$ cat src/hdl/hrfd_pkg.sv
// Shared types and constants for the HID report frame deframer.
// No dependencies; imported by every module of the block.
package hrfd_pkg;

  localparam int unsigned BUFFER_DEPTH = 128;  // 8..255, frame dropped at this byte count
  localparam int unsigned KEY_CAP      = 6;    // 1..6, keys taken from a keyboard frame
  localparam int unsigned HEAD_DEPTH   = 7;    // payload bytes kept per frame
  localparam int unsigned NUM_KEYS     = 6;    // key fields on the output
  localparam int unsigned QUEUE_DEPTH  = 2;    // power of two

  // configuration register indexes
  localparam logic [1:0] REG_SYNC  = 2'd0;
  localparam logic [1:0] REG_KBD   = 2'd1;
  localparam logic [1:0] REG_MOUSE = 2'd2;

  localparam logic [7:0] SYNC_RST  = 8'hA5;
  localparam logic [7:0] KBD_RST   = 8'd75;  // 'K'
  localparam logic [7:0] MOUSE_RST = 8'd77;  // 'M'

  // report kinds
  localparam logic KIND_KEYBOARD = 1'b0;
  localparam logic KIND_MOUSE    = 1'b1;

  typedef struct packed {
    logic                             kind;
    logic [7:0]                       len;
    logic [HEAD_DEPTH-1:0][7:0]       head;
  } hrfd_entry_t;

endpackage

$ cat src/hdl/hrfd_parser.sv
// Front end: frame parser. Hunts sync, tracks type/length/checksum and
// pushes one entry per good keyboard or mouse frame. Uses hrfd_pkg.
module hrfd_parser
  import hrfd_pkg::*;
#(
  parameter int unsigned BufDepth = BUFFER_DEPTH
) (
  input  logic        clk_i,
  input  logic        rst_ni,
  input  logic [7:0]  sync_i,
  input  logic [7:0]  kbd_type_i,
  input  logic [7:0]  mouse_type_i,
  input  logic        byte_valid_i,
  input  logic [7:0]  byte_i,
  output logic        push_o,
  output hrfd_entry_t entry_o
);

  logic [7:0]                 cnt_q, cnt_d;
  logic [7:0]                 sum_q, sum_d;
  logic [7:0]                 type_q, type_d;
  logic [7:0]                 len_q, len_d;
  logic [HEAD_DEPTH-1:0][7:0] head_q, head_d;
  logic [8:0]                 count;
  logic [8:0]                 expected;
  logic [7:0]                 sum_new;
  logic                       good;

  assign count    = {1'b0, cnt_q} + 9'd1;
  assign expected = {1'b0, len_q} + 9'd4;
  assign sum_new  = sum_q + byte_i;

  always_comb begin
    cnt_d  = cnt_q;
    sum_d  = sum_q;
    type_d = type_q;
    len_d  = len_q;
    head_d = head_q;
    good   = 1'b0;
    if (byte_valid_i) begin
      if (cnt_q == 8'd0) begin
        if (byte_i == sync_i) begin
          cnt_d = 8'd1;
          sum_d = 8'd0;
        end
      end else begin
        cnt_d = count[7:0];
        sum_d = sum_new;
        if (cnt_q == 8'd1) begin
          type_d = byte_i;
        end else if (cnt_q == 8'd2) begin
          len_d = byte_i;
        end else begin
          for (int i = 0; i < HEAD_DEPTH; i++) begin
            if (cnt_q == 8'(i + 3)) head_d[i] = byte_i;
          end
        end
        if (count >= 9'd3) begin
          if (count == expected) begin
            if (sum_new != 8'd0) begin
              // bad checksum: a trailing sync byte reopens a frame
              if (byte_i == sync_i) begin
                cnt_d = 8'd1;
                sum_d = 8'd0;
              end else begin
                cnt_d = 8'd0;
              end
            end else begin
              cnt_d = 8'd0;
              good  = 1'b1;
            end
          end else if (count >= 9'(BufDepth)) begin
            cnt_d = 8'd0;
          end
        end
      end
    end
  end

  // keyboard type wins when both registers match
  always_comb begin
    entry_o.kind = (type_q == kbd_type_i) ? KIND_KEYBOARD : KIND_MOUSE;
    entry_o.len  = len_q;
    entry_o.head = head_q;
    push_o       = good && ((type_q == kbd_type_i) || (type_q == mouse_type_i));
  end

  always_ff @(posedge clk_i or negedge rst_ni) begin
    if (!rst_ni) begin
      cnt_q  <= '0;
      sum_q  <= '0;
      type_q <= '0;
      len_q  <= '0;
    end else begin
      cnt_q  <= cnt_d;
      sum_q  <= sum_d;
      type_q <= type_d;
      len_q  <= len_d;
    end
  end

  always_ff @(posedge clk_i) begin
    head_q <= head_d;
  end

endmodule

$ cat src/hdl/hrfd_queue.sv
// Short FIFO of decoded frames between parser and formatter.
// Uses hrfd_pkg for the entry type and depth.
module hrfd_queue
  import hrfd_pkg::*;
(
  input  logic        clk_i,
  input  logic        rst_ni,
  input  logic        push_i,
  input  hrfd_entry_t entry_i,
  output logic        full_o,
  output logic        nonempty_o,
  input  logic        pop_i,
  output hrfd_entry_t entry_o
);

  localparam int unsigned PW = (QUEUE_DEPTH > 1) ? $clog2(QUEUE_DEPTH) : 1;

  hrfd_entry_t     mem_q [QUEUE_DEPTH];
  logic [PW-1:0]   wr_q, wr_d;
  logic [PW-1:0]   rd_q, rd_d;
  logic [PW:0]     fill_q, fill_d;
  logic            do_push;
  logic            do_pop;

  assign full_o     = (fill_q == (PW + 1)'(QUEUE_DEPTH));
  assign nonempty_o = (fill_q != '0);
  assign do_push    = push_i && !full_o;
  assign do_pop     = pop_i && nonempty_o;
  assign entry_o    = mem_q[rd_q];

  always_comb begin
    wr_d   = do_push ? wr_q + 1'b1 : wr_q;
    rd_d   = do_pop ? rd_q + 1'b1 : rd_q;
    fill_d = fill_q;
    if (do_push && !do_pop) fill_d = fill_q + 1'b1;
    else if (do_pop && !do_push) fill_d = fill_q - 1'b1;
  end

  always_ff @(posedge clk_i or negedge rst_ni) begin
    if (!rst_ni) begin
      wr_q   <= '0;
      rd_q   <= '0;
      fill_q <= '0;
    end else begin
      wr_q   <= wr_d;
      rd_q   <= rd_d;
      fill_q <= fill_d;
    end
  end

  always_ff @(posedge clk_i) begin
    if (do_push) mem_q[wr_q] <= entry_i;
  end

endmodule

$ cat src/hdl/hrfd_formatter.sv
// Back end: turns a decoded frame into a keyboard or mouse report and
// holds it in the output register. Uses hrfd_pkg.
module hrfd_formatter
  import hrfd_pkg::*;
#(
  parameter int unsigned KeyCap = KEY_CAP
) (
  input  logic        clk_i,
  input  logic        rst_ni,
  input  logic        entry_valid_i,
  input  hrfd_entry_t entry_i,
  output logic        pop_o,
  output logic        m_axis_tvalid,
  input  logic        m_axis_tready,
  output logic [71:0] m_axis_tdata,
  output logic [0:0]  m_axis_tuser
);

  logic                     vld_q;
  logic                     kind_q;
  logic [7:0]               mod_q, mod_d;
  logic [NUM_KEYS-1:0][7:0] keys_q, keys_d;
  logic [7:0]               mx_q, mx_d;
  logic [7:0]               my_q, my_d;
  logic                     load;

  assign load  = entry_valid_i && (!vld_q || m_axis_tready);
  assign pop_o = load;

  // bytes past the payload length read as zero
  always_comb begin
    mod_d  = (entry_i.len > 8'd0) ? entry_i.head[0] : 8'd0;
    keys_d = '0;
    mx_d   = 8'd0;
    my_d   = 8'd0;
    if (entry_i.kind == KIND_KEYBOARD) begin
      for (int k = 0; k < NUM_KEYS; k++) begin
        if (k < KeyCap && entry_i.len > 8'(k + 1)) keys_d[k] = entry_i.head[k + 1];
      end
    end else begin
      mx_d = (entry_i.len > 8'd1) ? entry_i.head[1] : 8'd0;
      my_d = (entry_i.len > 8'd2) ? entry_i.head[2] : 8'd0;
    end
  end

  always_ff @(posedge clk_i or negedge rst_ni) begin
    if (!rst_ni) begin
      vld_q <= 1'b0;
    end else if (load) begin
      vld_q <= 1'b1;
    end else if (m_axis_tready) begin
      vld_q <= 1'b0;
    end
  end

  always_ff @(posedge clk_i) begin
    if (load) begin
      kind_q <= entry_i.kind;
      mod_q  <= mod_d;
      keys_q <= keys_d;
      mx_q   <= mx_d;
      my_q   <= my_d;
    end
  end

  assign m_axis_tvalid = vld_q;
  assign m_axis_tdata  = {my_q, mx_q, keys_q, mod_q};
  assign m_axis_tuser  = kind_q;

endmodule

$ cat src/hdl/hid_report_frame_deframer_core.sv
// HID report frame deframer: takes one received byte per transfer and
// delivers one report per good keyboard or mouse frame. Frame layout is
// sync, type, length L, L payload bytes, checksum; the 8-bit sum of all
// bytes after sync must be zero. One byte is taken every clock cycle while
// the queue is not full; the parser registers count and running sum.
// Reports go through a two-entry queue to a registered output, so input
// stalls only when the queue is full. A report enters the queue on its
// checksum byte and then the output register. Frames are dropped at
// BufDepth bytes (128 by default); KeyCap limits the keys taken from a
// keyboard frame. Config writes take effect next cycle and are meant for
// idle time. Depends on hrfd_pkg, hrfd_parser, hrfd_queue, hrfd_formatter.
module hid_report_frame_deframer_core
  import hrfd_pkg::*;
#(
  parameter int unsigned BufDepth = BUFFER_DEPTH,
  parameter int unsigned KeyCap   = KEY_CAP
) (
  input  logic        clk_i,
  input  logic        rst_ni,
  input  logic        cfg_we_i,
  input  logic [1:0]  cfg_idx_i,
  input  logic [7:0]  cfg_wdata_i,
  input  logic        s_axis_tvalid,
  output logic        s_axis_tready,
  input  logic [7:0]  s_axis_tdata,   // [7:0] rx_byte
  output logic        m_axis_tvalid,
  input  logic        m_axis_tready,
  // [7:0] mod_or_buttons, [15:8]..[55:48] key_0..key_5,
  // [63:56] move_x, [71:64] move_y
  output logic [71:0] m_axis_tdata,
  output logic [0:0]  m_axis_tuser    // [0] report_kind
);

  logic [7:0]  sync_q;
  logic [7:0]  kbd_q;
  logic [7:0]  mouse_q;
  logic        q_full;
  logic        q_nonempty;
  logic        push;
  logic        pop;
  hrfd_entry_t push_entry;
  hrfd_entry_t pop_entry;

  always_ff @(posedge clk_i or negedge rst_ni) begin
    if (!rst_ni) begin
      sync_q  <= SYNC_RST;
      kbd_q   <= KBD_RST;
      mouse_q <= MOUSE_RST;
    end else if (cfg_we_i) begin
      unique case (cfg_idx_i)
        REG_SYNC:  sync_q  <= cfg_wdata_i;
        REG_KBD:   kbd_q   <= cfg_wdata_i;
        REG_MOUSE: mouse_q <= cfg_wdata_i;
        default:   ;
      endcase
    end
  end

  assign s_axis_tready = !q_full;

  hrfd_parser #(
    .BufDepth (BufDepth)
  ) u_parser (
    .clk_i        (clk_i),
    .rst_ni       (rst_ni),
    .sync_i       (sync_q),
    .kbd_type_i   (kbd_q),
    .mouse_type_i (mouse_q),
    .byte_valid_i (s_axis_tvalid && s_axis_tready),
    .byte_i       (s_axis_tdata),
    .push_o       (push),
    .entry_o      (push_entry)
  );

  hrfd_queue u_queue (
    .clk_i      (clk_i),
    .rst_ni     (rst_ni),
    .push_i     (push),
    .entry_i    (push_entry),
    .full_o     (q_full),
    .nonempty_o (q_nonempty),
    .pop_i      (pop),
    .entry_o    (pop_entry)
  );

  hrfd_formatter #(
    .KeyCap (KeyCap)
  ) u_formatter (
    .clk_i         (clk_i),
    .rst_ni        (rst_ni),
    .entry_valid_i (q_nonempty),
    .entry_i       (pop_entry),
    .pop_o         (pop),
    .m_axis_tvalid (m_axis_tvalid),
    .m_axis_tready (m_axis_tready),
    .m_axis_tdata  (m_axis_tdata),
    .m_axis_tuser  (m_axis_tuser)
  );

endmodule
$ cat config.mk
export PLATFORM = sky130hd
export DESIGN_NAME = hid_report_frame_deframer_core
export DESIGN_NICKNAME = d
export VERILOG_FILES = /design/src/hdl/hrfd_pkg.sv /design/src/hdl/hrfd_parser.sv /design/src/hdl/hrfd_queue.sv /design/src/hdl/hrfd_formatter.sv /design/src/hdl/hid_report_frame_deframer_core.sv
export SDC_FILE = /design/constraint.sdc
export NUM_CORES = 1
export LEC_CHECK = 0
export ABC_AREA = 0
export BUFFER_PORTS_ARGS = -buffer_cell sky130_fd_sc_hd__buf_2
export CAP_MARGIN = 20
export CELL_PAD_IN_SITES_DETAIL_PLACEMENT = 1
export CELL_PAD_IN_SITES_GLOBAL_PLACEMENT = 1
export CORE_MARGIN = 2
export CORE_UTILIZATION = 51
export DETAILED_ROUTE_END_ITERATION = 10
export PLACE_DENSITY = 0.84
export RECOVER_POWER = 50
export SLEW_MARGIN = 20
export SYNTH_ARGS = -nofsm -noshare
export SYNTH_HDL_FRONTEND = slang
export SYNTH_SLANG_ARGS = --single-unit
$ cat constraint.sdc
create_clock -name clk_i -period 6.5 [get_ports clk_i]
set_input_delay 1.3 -clock clk_i [delete_from_list [all_inputs] [get_ports clk_i]]
set_output_delay 1.3 -clock clk_i [all_outputs]
set_load 0.05 [all_outputs]
Word-level counts from Yosys, hierarchy flattened --
Memories as Yosys holds them, arrays and structs flattened. Index checks and enable logic that the tools add are counted.
Word-level totals: logic and storage cells 132, bits in registers 190, bits in writable memories 130, bits of input ports 23, output and inout port bits 75, memories 1
Operators by class: magnitude comparators 9, equality and inequality tests 17, bitwise gates (word level) 7, reduce and logical (&&, ||, !) cells 36, $add $sub $neg 7, mux-type cells 27
Memories:
- u_queue.mem_q | words 2, bits a word 65, read ports 1, clocked after memory_dff 0, wr ports 1, RTL line hrfd_queue.sv:18 | hrfd_entry_t mem_q [QUEUE_DEPTH];
Operators with widths (count):
- $mux W8 | 13
- $reduce_and A5 Y1 | 7
- $eq A8 B3 Y1 const B | 4
- $eq A8 B8 Y1 | 3
- $gt A8 B3 Y1 const B | 3
- $eq A8 B2 Y1 const B | 2
- $eq A8 B4 Y1 const B | 2
- $gt A8 B1 Y1 const B | 2
- $gt A8 B2 Y1 const B | 2
- $mux W1 | 12
- $add A8 B1 Y9 const B | 1
- $add A8 B3 Y9 const B | 1
- $eq A9 B9 Y1 | 1
- $ge A9 B2 Y1 const B | 1
- $ge A9 B8 Y1 const B | 1
- $add A8 B8 Y8 | 1
- $eq A8 B1 Y1 const B | 1
- $logic_not A8 Y1 | 1
- $reduce_and A2 Y1 | 4
- $reduce_bool A8 Y1 | 1
- $reduce_or A2 Y1 | 4
- $logic_and A1 B1 Y1 | 7
- $not A1 Y1 | 7
- $reduce_bool A2 Y1 | 3
- 12 further kinds | 19

Depth between registers and ports, before layout --
Gate-level depths: netlist of run 1.
word-level depth 13, gate-level depth with buffers 12, gate-level depth less buffers 12

Modules after synthesis --
A second synthesis of run 1 with hierarchy kept.
Unflattened totals: cell total of the unflattened synthesis 829, area total of the unflattened synthesis 13362.8 µm²
By module, submodules not included:
- hrfd_queue | cells each 221, sequential area each 4003.8 µm², area an instance 5049.8 µm², instances 1
- hrfd_parser | cells each 302, sequential area each 2482.4 µm², area an instance 4102.7 µm², instances 1
- hrfd_formatter | cells each 253, sequential area each 2217.1 µm², area an instance 3273.1 µm², instances 1
- hid_report_frame_deframer_core | cells each 53, sequential area each 615.6 µm², area an instance 937.1 µm², instances 1

Least setup slack after synthesis of run 1 --
No wires, ideal clock.
path type input to register, start in s_axis_tdata[0], end mem u_queue.mem_q[1][0] (netlist name), enable pin, arrival 5.053 ns, path buffers 0, stages on the path 8, slack 1.017 ns, cell sequence ha_1 > fa_1 > xor2_1 > or3_1 > or4_1 > nor3_1 > and4_4 > and2_1
Between the ends: longest elaborated chain between the ends 11
RTL lines:
- start, declared | RTL line hid_report_frame_deframer_core.sv:25 | input logic [7:0] s_axis_tdata,
- $add A8 B8 Y8 | RTL line hrfd_parser.sv:31 | assign sum_new = sum_q + byte_i;
- $reduce_bool A8 Y1 | RTL line hrfd_parser.sv:60 | if (sum_new != 8'd0) begin
- $mux W1 | RTL line hrfd_parser.sv:60
- $mux W1 | RTL line hrfd_parser.sv:59 | if (count == expected) begin
- $mux W1 | RTL line hrfd_parser.sv:58 | if (count >= 9'd3) begin
- $mux W1 | RTL line hrfd_parser.sv:41 | if (cnt_q == 8'd0) begin
- $mux W1 | RTL line hrfd_parser.sv:40 | if (byte_valid_i) begin
- $logic_and A1 B1 Y1 | RTL line hrfd_parser.sv:85 | push_o = good && ((type_q == kbd_type_i) || (type_q == mouse_type_i));
- $logic_and A1 B1 Y1 | RTL line hrfd_queue.sv:27 | assign do_push = push_i && !full_o;
- named net u_queue.do_push | RTL line hrfd_queue.sv:22 | logic do_push;
- $mux W1 | RTL line hrfd_queue.sv:52 | if (do_push) mem_q[wr_q] <= entry_i;
- $mux W1 (not written as such) | RTL line hrfd_queue.sv:52
- end, declared | RTL line hrfd_queue.sv:18
The timed path passes the listed nets, and every way through them passes these cells.

Final worst setup path of run 1 --
start in s_axis_tdata[0], end mem u_queue.mem_q[1][29] (netlist name), enable pin
The elaborated chain is that of the path after synthesis.

==> impl_metrics.py, run 1 <==
metrics = {
    "clock_tree": {
        "ctsHoldBuffers": 0,
        "cts_tree": "built",
        "clkLatencyLatePin_ns": 0.51,
        "ctsResizeCount": 0,
        "path_clk_slew_ns": 0.06,
        "cts_buffer_depth": 3,
        "cts.sinks": 320,
        "htreeDepth": 2,
        "cts_buffers": 34,
        "ctsRootBufferMaster": "clkbuf_16",
        "post_cts.repair.setup_buffers": 0,
    },
    "yosys": {
        "netlist-cell-type-count": 54,
        "synth_seq_area_share_pct": 75.5,
        "synth_area_leaders": "edfxtp_1, dfrtp_1, mux2i_1",
        "synth_cells": 727,
        "synth_area_um2": 12300,
        "yosysWarnings": 0,
        "synth_nets": 764,
        "ys_seq_elements": 320,
        "synth_commonest_cells": "edfxtp_1, nor2_1, mux2i_1, dfrtp_1, mux2_2",
        "synthArstFlopShare_pct": 19.1,
        "netlist.area_leader.share_pct": 63.0,
        "synth_edf_count": 259,
        "synth_ff_type": "edfxtp_1",
        "yosysMostFrequentCell": "edfxtp_1",
        "synth_area_per_cell_um2": 17.0,
        "synth_top_area_cell": "edfxtp_1",
    },
    "floorplanning": {
        "rows": 56,
        "die_h_um": 160,
        "initial_core_util_pct": 52.3,
        "core_um2": 23600,
        "die_w_um": 160,
        "die-area_um2": 25500,
        "ios": 98,
    },
    "global_route": {
        "grt-ovfl-total": 0,
        "grt_pass1_vias": 7091,
        "antenna_found_initial": 0,
        "globalRouteTotalUtil_pct": 21.1,
        "grt_pass1_wl_um": 41300,
        "grt_start_max_net_pins": 74,
    },
    "sta": {
        "worstMarginPinSlew_ns": 3.34,
        "rsz0062_at_grt": "false",
        "fin_skew_ns": 0.0197,
        "layout_worst_path_cycle_share_pct": 77.0,
        "fin_setup_tns_ns": 0,
        "period_minus_slack_ns": 5.00,
        "setup_viol": 0,
        "fmax_mhz": 200,
        "finalHoldViolCount": 0,
        "max_slew_margin_pct": -123,
        "hold-worst-slack_ns": 0.445,
        "slew_violations": 94,
    },
    "worst_setup_path": {
        "crit_arrival_ns": 5.12,
        "r2r_end": "u_queue.mem_q[1][29]",
        "worstPathRequired_ns": 6.62,
        "cp_cell_sequence": "clkbuf_1, ha_1, fa_1, or3_1, or4_1, nor3_1, and4_4, and2_2, buf_4",
        "r2r_slack_ns": 2.39,
        "reg2reg_depth": 9,
        "path_buf_inv": 2,
        "r2r_start": "u_parser.cnt_q[0]",
        "end_kind": "register",
        "slowest_stage": "buf_4",
        "cp-start-kind": "input pin",
        "max_stage_delay_ns": 0.69,
        "path_delay_family": "simple AND/OR/NAND/NOR gates",
        "worstPathMaxFanout": 65,
        "worstSetupPathType": "in2reg",
    },
    "finish": {
        "design_area_um2": 14200,
        "final_nets": 889,
        "n_antenna_cell": 0,
        "fillers": 2226,
        "postLayoutCoreUtil_pct": 60.3,
        "area_delta_synth_final_pct": 15.4,
        "drive_gt1_share_pct": 17.9,
    },
    "worst_hold_path": {
        "hp-start": "u_parser.entry_o[54]",
        "worstHoldPathCells": 0,
        "hold_path.class": "reg2reg",
        "hold_end": "u_queue.mem_q[1][54]",
    },
    "placement": {
        "placed_cell_area_um2": 13200,
        "io_buffers": 97,
        "gp_congestion": 0.861,
        "hpwlAfterDp_um": 16400,
    },
    "detailed_routing": {
        "ant_nets": 0,
        "wl_per_cell_um": 22.1,
        "vias": 6542,
        "drt-total-wl_um": 26400,
        "firstDrtPassIters": 4,
        "route.detailed.drc": 0,
        "drt_iter0_drc": 301,
        "viasPerCell": 5.47,
    },
    "power_and_ir_drop": {
        "leakage_nw": 5.22,
        "ir_drop_mv": 0.248,
        "power.density_nw_per_um2": 476,
    },
    "outcome": {
        "status": "complete, but fails checks",
        "violations": "max-capacitance violations, max-slew violations",
    },
    "flow_run": {
        "max_cap_violations": 2,
    },
}
==> registers in the layout (all words and copies together), names as in the netlist, 2 cells and up <==
register and flops:
u_formatter.my_q 8, u_formatter.m_axis_tdata 48, mouse_q 8, kbd_q 8, u_parser.entry_o 56, u_parser.cnt_q 8, u_parser.len_q 8, u_formatter.mx_q 8
u_parser.type_q 8, u_parser.sum_q 8, u_queue.mem_q 130, u_formatter.mod_q 8, u_queue.fill_q 2, sync_q 8
==> area by class of cell <==
type	instances	area (um2)	share of cell area (%)
clock buffers	44	920	6.46
clock inverters	17	170	1.19
inverters	5	18.8	0.132
multi-input cells	388	2950	20.7
flip-flops and latches	320	9320	65.4
well taps	319	399	2.80
repair buffers	103	465	3.27
==> per-stage QoR <==
step                      std cells  worst slack [ns]  power [mW]
final                          1196              1.50        6.78
after global routing           1196              1.26        7.08
after CTS                      1195              1.79        6.85
after detailed placement       1134              1.27        4.94
after global placement         1134              1.32        4.84
after floorplan                 727              1.02        4.43
==> layer usage <==
| metal | vias to the layer above | GRT usage [%] | share of wire (%) |
|---|---|---|---|
| met3 | 64 | 3.59 | 4.6 |
| met1 | 3280 | 26.2 | 41 |
| li1 | 2986 | - | - |
| met4 | 0 | 7.44 | 3.3 |
| met5 | - | 0 | 0 |
| met2 | 212 | 37.5 | 51 |
==> placed cells by master, fill, tap and decap left out, types with 7 or more instances in the layout <==
cell / n
o21ai_0: 7
a21oi_1: 9
nand3_1: 9
xor2_1: 18
clkbuf_1: 72
nor2_1: 85
buf_2: 35
mux2_2: 40
dfstp_2: 11
mux2i_1: 57
xnor2_1: 34
dfrtp_1: 49
edfxtp_1: 259
clkbuf_16: 35
ha_1: 13
nand2_1: 19
==> power breakdown <==
| group | leakage, nW | switching (mW) | internal (mW) |
|---|---|---|---|
| combinational | 1.57 | 1.37 | 0.593 |
| clock | 0.526 | 0.763 | 1.12 |
| sequential | 3.13 | 0.274 | 2.66 |
| total | 5.22 | 2.41 | 4.38 |
==> worst reg2reg max path, stage by stage, from the launching register on <==
cell and delay (ns):
dfrtp_1 0.53, ha_1 0.50, nand3_1 0.16, xnor2_1 0.37, xnor2_1 0.17, nand4_1 0.21
nor4b_4 0.52, and4_4 0.36, and2_2 0.15, buf_4 0.69
==> logic make-up (layout without fill, tap and decap cells) <==
logic type / count (synthesis) / count (layout) / synth area share [%]
simple gates: 171 / 171 / 6.95
compound gates: 51 / 51 / 3.05
fa+ha+maj: 14 / 14 / 1.48
mux: 97 / 97 / 8.27
buf+inv: 19 / 169 / 0.649
flops: 320 / 320 / 75.5
xor+xnor: 55 / 55 / 4.09
==> worst max path at each step <==
stage,start,endpoint,slack (ns),depth (start not counted)
final,s_axis_tdata[0],u_queue.mem_q[1][29],1.50,9
after global routing,s_axis_tdata[0],u_queue.mem_q[0][30],1.26,9
after floorplan,s_axis_tdata[0],u_queue.mem_q[1][0],1.02,8
after detailed placement,s_axis_tdata[0],u_queue.mem_q[0][39],1.27,10
after CTS,s_axis_tdata[0],u_queue.mem_q[1][27],1.79,10
after global placement,s_axis_tdata[0],u_queue.mem_q[1][36],1.32,10
No activity file was read; power rests on OpenSTA's default activity.
==> inputs of run 2 (changes only) <==
--- a/config.mk
+++ b/config.mk
@@ -11,9 +11,9 @@
 export CELL_PAD_IN_SITES_DETAIL_PLACEMENT = 1
 export CELL_PAD_IN_SITES_GLOBAL_PLACEMENT = 1
 export CORE_MARGIN = 2
-export CORE_UTILIZATION = 51
+export CORE_UTILIZATION = 46
 export DETAILED_ROUTE_END_ITERATION = 10
-export PLACE_DENSITY = 0.84
+export PLACE_DENSITY = 0.8
 export RECOVER_POWER = 50
 export SLEW_MARGIN = 20
 export SYNTH_ARGS = -nofsm -noshare
==> constraint.sdc (replaced) <==
create_clock -name clk_i -period 4.5 [get_ports clk_i]
set_input_delay 0.9 -clock clk_i [delete_from_list [all_inputs] [get_ports clk_i]]
set_output_delay 0.9 -clock clk_i [all_outputs]
set_load 0.05 [all_outputs]
==> run 2 against run 1 <==
The flow still finishes with violations (max-capacitance violations, max-slew violations). Largest cell class unchanged. Critical path type unchanged. Combinational power is 42% higher. Critical path depth stayed put. Via count is 0.61% higher.
==> impl_metrics.py, run 2 (same netlist as run 1, synthesis figures left out) <==
metrics = {
    "detailed_routing": {
        "viasPerCell": 5.40,
        "firstDrtPassIters": 5,
        "drt_iter0_drc": 406,
        "drt-total-wl_um": 27000,
        "vias": 6582,
        "ant_nets": 0,
        "route.detailed.drc": 0,
        "wl_per_cell_um": 22.2,
    },
    "power_and_ir_drop": {
        "p_sw_share_pct": 35.6,
        "combPwrFrac_pct": 28.8,
        "power.density_nw_per_um2": 678,
        "p_clk_share_pct": 27.3,
        "seqPwrFrac_pct": 43.9,
        "internal_power_mw": 6.23,
        "ir_drop_mv": 0.344,
        "switchingPower_mw": 3.44,
        "leakage_nw": 5.16,
    },
    "placement": {
        "placed_cell_area_um2": 13300,
        "gp_congestion": 0.833,
        "hpwlAfterDp_um": 17900,
        "io_buffers": 97,
    },
    "floorplanning": {
        "die_h_um": 168,
        "rows": 59,
        "ios": 98,
        "core_um2": 26200,
        "die-area_um2": 28200,
        "initial_core_util_pct": 47.1,
        "die_w_um": 168,
    },
    "global_route": {
        "antenna_found_initial": 0,
        "grt_pass1_wl_um": 41500,
        "grt_start_max_net_pins": 74,
        "grt-ovfl-total": 0,
        "globalRouteTotalUtil_pct": 19.5,
        "grt_pass1_vias": 7175,
    },
    "clock_tree": {
        "cts_tree": "built",
        "clkLatencyLatePin_ns": 0.51,
        "ctsRootBufferMaster": "clkbuf_16",
        "cts_buffers": 34,
        "path_clk_slew_ns": 0.06,
        "post_cts.repair.setup_buffers": 0,
        "htreeDepth": 2,
        "ctsResizeCount": 0,
        "ctsHoldBuffers": 0,
        "cts.sinks": 320,
        "cts_buffer_depth": 3,
    },
    "finish": {
        "area_delta_synth_final_pct": 15.6,
        "final_nets": 895,
        "largest_reg_flops": 130,
        "design_area_um2": 14300,
        "top_register": "u_queue.mem_q",
        "postLayoutCoreUtil_pct": 54.5,
        "layout.cells.most_common": "edfxtp_1",
        "layout_common_cells": "edfxtp_1, clkbuf_1, nor2_1",
        "drive_gt1_share_pct": 14.8,
    },
    "worst_setup_path": {
        "worstPathRequired_ns": 4.69,
        "end_kind": "register",
        "reg2reg_depth": 9,
        "r2r_slack_ns": 0.95,
        "crit_arrival_ns": 4.11,
        "r2r_start": "u_parser.cnt_q[0]",
        "cp-start-kind": "input pin",
        "worstPathMaxFanout": 39,
        "r2r_end": "u_queue.mem_q[0][38]",
        "worstSetupPathType": "in2reg",
    },
    "sta": {
        "max_slew_margin_pct": -26.2,
        "period_minus_slack_ns": 3.92,
        "layout_worst_path_cycle_share_pct": 87.1,
        "finalHoldViolCount": 0,
        "worstMarginPinSlew_ns": 1.89,
        "fmax_mhz": 255,
        "fin_setup_tns_ns": 0,
        "slew_violations": 64,
        "fin_skew_ns": 0.0193,
        "rsz0062_at_grt": "false",
        "setup_viol": 0,
    },
    "outcome": {
        "violations": "max-capacitance violations, max-slew violations",
        "status": "complete, but fails checks",
    },
    "worst_hold_path": {
        "hold_end": "u_queue.mem_q[1][49]",
        "hp-start": "u_parser.entry_o[49]",
        "worstHoldPathCells": 0,
        "hold_path.class": "reg2reg",
    },
    "flow_run": {
        "max_cap_violations": 2,
    },
}
run 2: cell count changes in the layout (fill, tap and decap cells not counted), moves of 3 or more:
| cell | previous run | this run |
|---|---|---|
| clkinvlp_4 | 3 | 0 |
| clkinv_1 | 4 | 8 |
| clkbuf_1 | 72 | 102 |
| clkinv_2 | 5 | 0 |
| buf_12 | 0 | 5 |
| buf_2 | 35 | 13 |
run 2: power groups by stage:
stage,combinational (mW),clock (mW),sequential [mW]
5_1_grt,2.98,2.81,4.32
3_5_place_dp,2.79,0,4.38
6_report,2.78,2.64,4.25
4_1_cts,2.82,2.70,4.32
3_3_place_gp,2.70,0,4.33
2_1_floorplan,1.33,0,5.07
run 2: how the worst max path moves through the flow:
| stage | from | endpoint | slack, ns |
|---|---|---|---|
| after floorplan | s_axis_tdata[0] | u_queue.mem_q[1][0] | 0.12 |
| after global placement | s_axis_tdata[0] | u_queue.mem_q[0][44] | 0.44 |
| after global routing | s_axis_tdata[1] | u_queue.mem_q[0][40] | 0.44 |
| after detailed placement | s_axis_tdata[0] | u_queue.mem_q[0][43] | 0.37 |
| final | s_axis_tdata[2] | u_queue.mem_q[0][38] | 0.58 |
| after CTS | s_axis_tdata[0] | u_queue.mem_q[0][40] | 0.90 |
run 2: critical path, cell delays in order:
cell and delay, ns:
clkbuf_1 0.68, ha_1 0.43, xor2_1 0.18, or3_1 0.32, or4_1 0.52, nor3_1 0.25, and4_4 0.33, and2b_2 0.23
buf_12 0.25
run 2: final cells by class:
cell class	instances	area (um2)
Sequential cell	320	9320
Timing Repair Buffer	109	514
Clock buffer	49	938
Inverter	5	18.8
Fill cell	2496	11900
Tap cell	335	419
Antenna cell	1	2.50
Multi-Input combinational cell	388	2950
Clock inverter	12	108
run 2: per-stage QoR:
step / power, mW / setup WS, ns / cells / hold WS [ns]
detailed placement: 7.17 / 0.369 / 1156 / 0.433
global route: 10.1 / 0.435 / 1218 / 0.448
floorplan: 6.40 / 0.124 / 727 / 0.421
finish: 9.67 / 0.579 / 1219 / 0.439
CTS: 9.84 / 0.897 / 1217 / 0.444
global placement: 7.02 / 0.444 / 1156 / 0.422
run 2: metal layers:
metal / GRT usage [%] / part of all wire (%) / wire, um
met5: 0 / 0 / 0
met4: 5.94 / 2.4 / 648
met3: 3.50 / 4.6 / 1230
met2: 36.0 / 53 / 14300
met1: 23.2 / 40 / 10800
==> inputs of run 3 (changes only) <==
--- a/config.mk
+++ b/config.mk
@@ -8,14 +8,15 @@
 export ABC_AREA = 0
 export BUFFER_PORTS_ARGS = -buffer_cell sky130_fd_sc_hd__buf_2
 export CAP_MARGIN = 20
-export CELL_PAD_IN_SITES_DETAIL_PLACEMENT = 1
+export CELL_PAD_IN_SITES_DETAIL_PLACEMENT = 0
 export CELL_PAD_IN_SITES_GLOBAL_PLACEMENT = 1
 export CORE_MARGIN = 2
 export CORE_UTILIZATION = 46
 export DETAILED_ROUTE_END_ITERATION = 10
-export PLACE_DENSITY = 0.8
+export PLACE_DENSITY = 0.81
 export RECOVER_POWER = 50
 export SLEW_MARGIN = 20
 export SYNTH_ARGS = -nofsm -noshare
 export SYNTH_HDL_FRONTEND = slang
+export SYNTH_HIERARCHICAL = 1
 export SYNTH_SLANG_ARGS = --single-unit
==> run 3 against run 2 <==
Worst setup slack lost 0.069 ns. Largest cell class unchanged. Largest power group unchanged. Non-clock buffer count is 7 higher. Final cell count grew 11%. The flow still finishes with violations (max-capacitance violations, max-slew violations).
==> impl_metrics.py, run 3 <==
metrics = {
    "detailed_routing": {
        "drt-total-wl_um": 25300,
        "ant_nets": 0,
        "route.detailed.drc": 0,
        "viasPerCell": 5.37,
        "wl_per_cell_um": 18.7,
        "vias": 7274,
        "drt_iter0_drc": 560,
        "firstDrtPassIters": 5,
    },
    "power_and_ir_drop": {
        "ir_drop_mv": 0.289,
        "finalPower_mw": 7.76,
        "power.density_nw_per_um2": 503,
        "leakage_nw": 5.73,
    },
    "finish": {
        "final_nets": 984,
        "design_area_um2": 15400,
        "largest_reg_flops": 130,
        "drive_gt1_share_pct": 27.5,
        "area_delta_synth_final_pct": 15.5,
        "top_register": "u_queue/mem_q",
        "layout.cells.most_common": "edfxtp_1",
        "layout_common_cells": "edfxtp_1, buf_2, inv_1",
        "n_antenna_cell": 0,
    },
    "floorplanning": {
        "rows": 62,
        "ios": 98,
        "die_h_um": 174,
        "core_um2": 28600,
        "die-area_um2": 30400,
        "initial_core_util_pct": 46.7,
        "die_w_um": 174,
    },
    "placement": {
        "gp_congestion": 0.803,
        "io_buffers": 97,
        "hpwlAfterDp_um": 16100,
        "placed_cell_area_um2": 14300,
    },
    "yosys": {
        "synth_seq_area_share_pct": 69.7,
        "yosysWarnings": 6,
        "netlist.area_leader.share_pct": 58.2,
        "synth_nets": 866,
        "ys_seq_elements": 320,
        "synth_commonest_cells": "edfxtp_1, inv_1, mux2_2, a311oi_1, dfrtp_1",
        "netlist-cell-type-count": 58,
        "synth_area_um2": 13400,
        "synth_ff_type": "edfxtp_1",
        "synth_area_per_cell_um2": 16.1,
        "synth_edf_count": 259,
        "yosysMostFrequentCell": "edfxtp_1",
        "synth_area_leaders": "edfxtp_1, dfrtp_1, mux2_2",
        "synth_cells": 829,
        "synth_top_area_cell": "edfxtp_1",
        "synthArstFlopShare_pct": 19.1,
    },
    "sta": {
        "max_slew_margin_pct": -47.0,
        "finalHoldViolCount": 0,
        "fmax_mhz": 251,
        "layout_worst_path_cycle_share_pct": 88.6,
        "fin_setup_tns_ns": 0,
        "slew_violations": 182,
        "period_minus_slack_ns": 3.99,
        "setup_viol": 0,
        "fin_skew_ns": 0.0261,
        "rsz0062_at_grt": "false",
        "worstMarginPinSlew_ns": 2.21,
    },
    "outcome": {
        "status": "complete, but fails checks",
        "violations": "max-capacitance violations, max-slew violations",
    },
    "worst_setup_path": {
        "worstPathRequired_ns": 4.69,
        "crit_arrival_ns": 4.18,
        "cp-start-kind": "register",
        "worstSetupPathType": "reg2reg",
        "end_kind": "register",
        "worstPathMaxFanout": 51,
    },
    "clock_tree": {
        "cts_buffers": 34,
        "cts_buffer_depth": 3,
        "clkLatencyLatePin_ns": 0.53,
        "htreeDepth": 2,
        "cts.sinks": 320,
        "post_cts.repair.setup_buffers": 0,
        "ctsResizeCount": 0,
        "ctsHoldBuffers": 0,
        "cts_tree": "built",
        "path_clk_slew_ns": 0.06,
        "ctsRootBufferMaster": "clkbuf_16",
    },
    "global_route": {
        "globalRouteTotalUtil_pct": 16.4,
        "grt-ovfl-total": 0,
        "grt_pass1_vias": 7136,
        "antenna_found_initial": 0,
        "grt_start_max_net_pins": 74,
        "grt_pass1_wl_um": 38600,
    },
    "worst_hold_path": {
        "hold_path.class": "reg2reg",
    },
    "flow_run": {
        "max_cap_violations": 3,
    },
}
[run 3: cell types whose count changed in the layout (fill, tap and decap cells not counted), sizes merged, moves of 56 or more]
cell    delta
buf       +66
clkbuf    -69
inv       +63
mux2      +66
mux2i     -56
nor2      -73
[run 3: layout make-up]
type	instances	area, um2
Tap cell	384	480
Inverter	69	260
Timing Repair Buffer	116	602
Clock buffer	39	880
Multi-Input combinational cell	406	3550
Clock inverter	21	333
Fill cell	2336	13200
Sequential cell	320	9320
[run 3: metrics by stage]
stage                     cells  hold slack [ns]  setup slack, ns  utilization [%]
after floorplan             829            0.421            0.104                -
after global placement     1295            0.422            0.253             50.0
after detailed placement   1295            0.429            0.204             50.0
after CTS                  1355            0.335            0.569             54.2
after global routing       1355            0.448            0.263             53.9
final                      1355            0.438            0.511             53.9
[run 3: cells by family (layout without fill, tap and decap cells)]
kind of cell | Yosys count | in the layout | synth area share, %
buf+inv | 103 | 245 | 3.60
compound gates | 121 | 121 | 6.81
simple gates | 113 | 113 | 4.80
mux | 107 | 107 | 10.1
flops | 320 | 320 | 69.7
xor+xnor | 51 | 51 | 3.55
fa+ha+maj | 14 | 14 | 1.37
[run 3: worst paths after layout]
path | from | end | slack (ns) | cells past startpoint
setup reg to reg | u_parser/cnt_q[0] | u_queue/mem_q[0][6] | 0.51 | 11
min in group asynchronous | rst_ni | u_parser/len_q[3] | 0.60 | 1
setup / recovery | u_parser/cnt_q[0] | u_queue/mem_q[0][6] | 0.51 | 11
max in group asynchronous | rst_ni | u_queue/wr_q | 1.24 | 2
hold reg to reg | u_parser/entry_o[24] | u_queue/mem_q[1][24] | 0.44 | 0
hold / removal | u_parser/entry_o[24] | u_queue/mem_q[1][24] | 0.44 | 0
[run 3: power breakdown]
part	switching, mW	internal, mW	total [mW]
Sequential	0.232	3.46	3.69
Clock	1.14	1.83	2.96
Combinational	0.581	0.520	1.10
[run 3: routing by layer]
| layer | global-route usage [%] | routed length [um] | vias to the layer above |
|---|---|---|---|
| li1 | - | - | 3405 |
| met1 | 21.6 | 11200 | 3604 |
| met2 | 27.4 | 12200 | 222 |
| met3 | 2.65 | 1320 | 43 |
| met4 | 6.48 | 602 | 0 |
| met5 | 0 | 0 | - |
[run 3: worst max-delay path, cell delays in order, from the launching register on]
cell and delay [ns]:
dfrtp_1 0.46, ha_1 0.39, nand2_1 0.19, nor2_4 0.14, xnor3_1 0.30, or4_4 0.56, or3_1 0.41, a2111oi_1 0.45
buf_4 0.20, nand2_1 0.11, nor2_4 0.14, buf_12 0.28
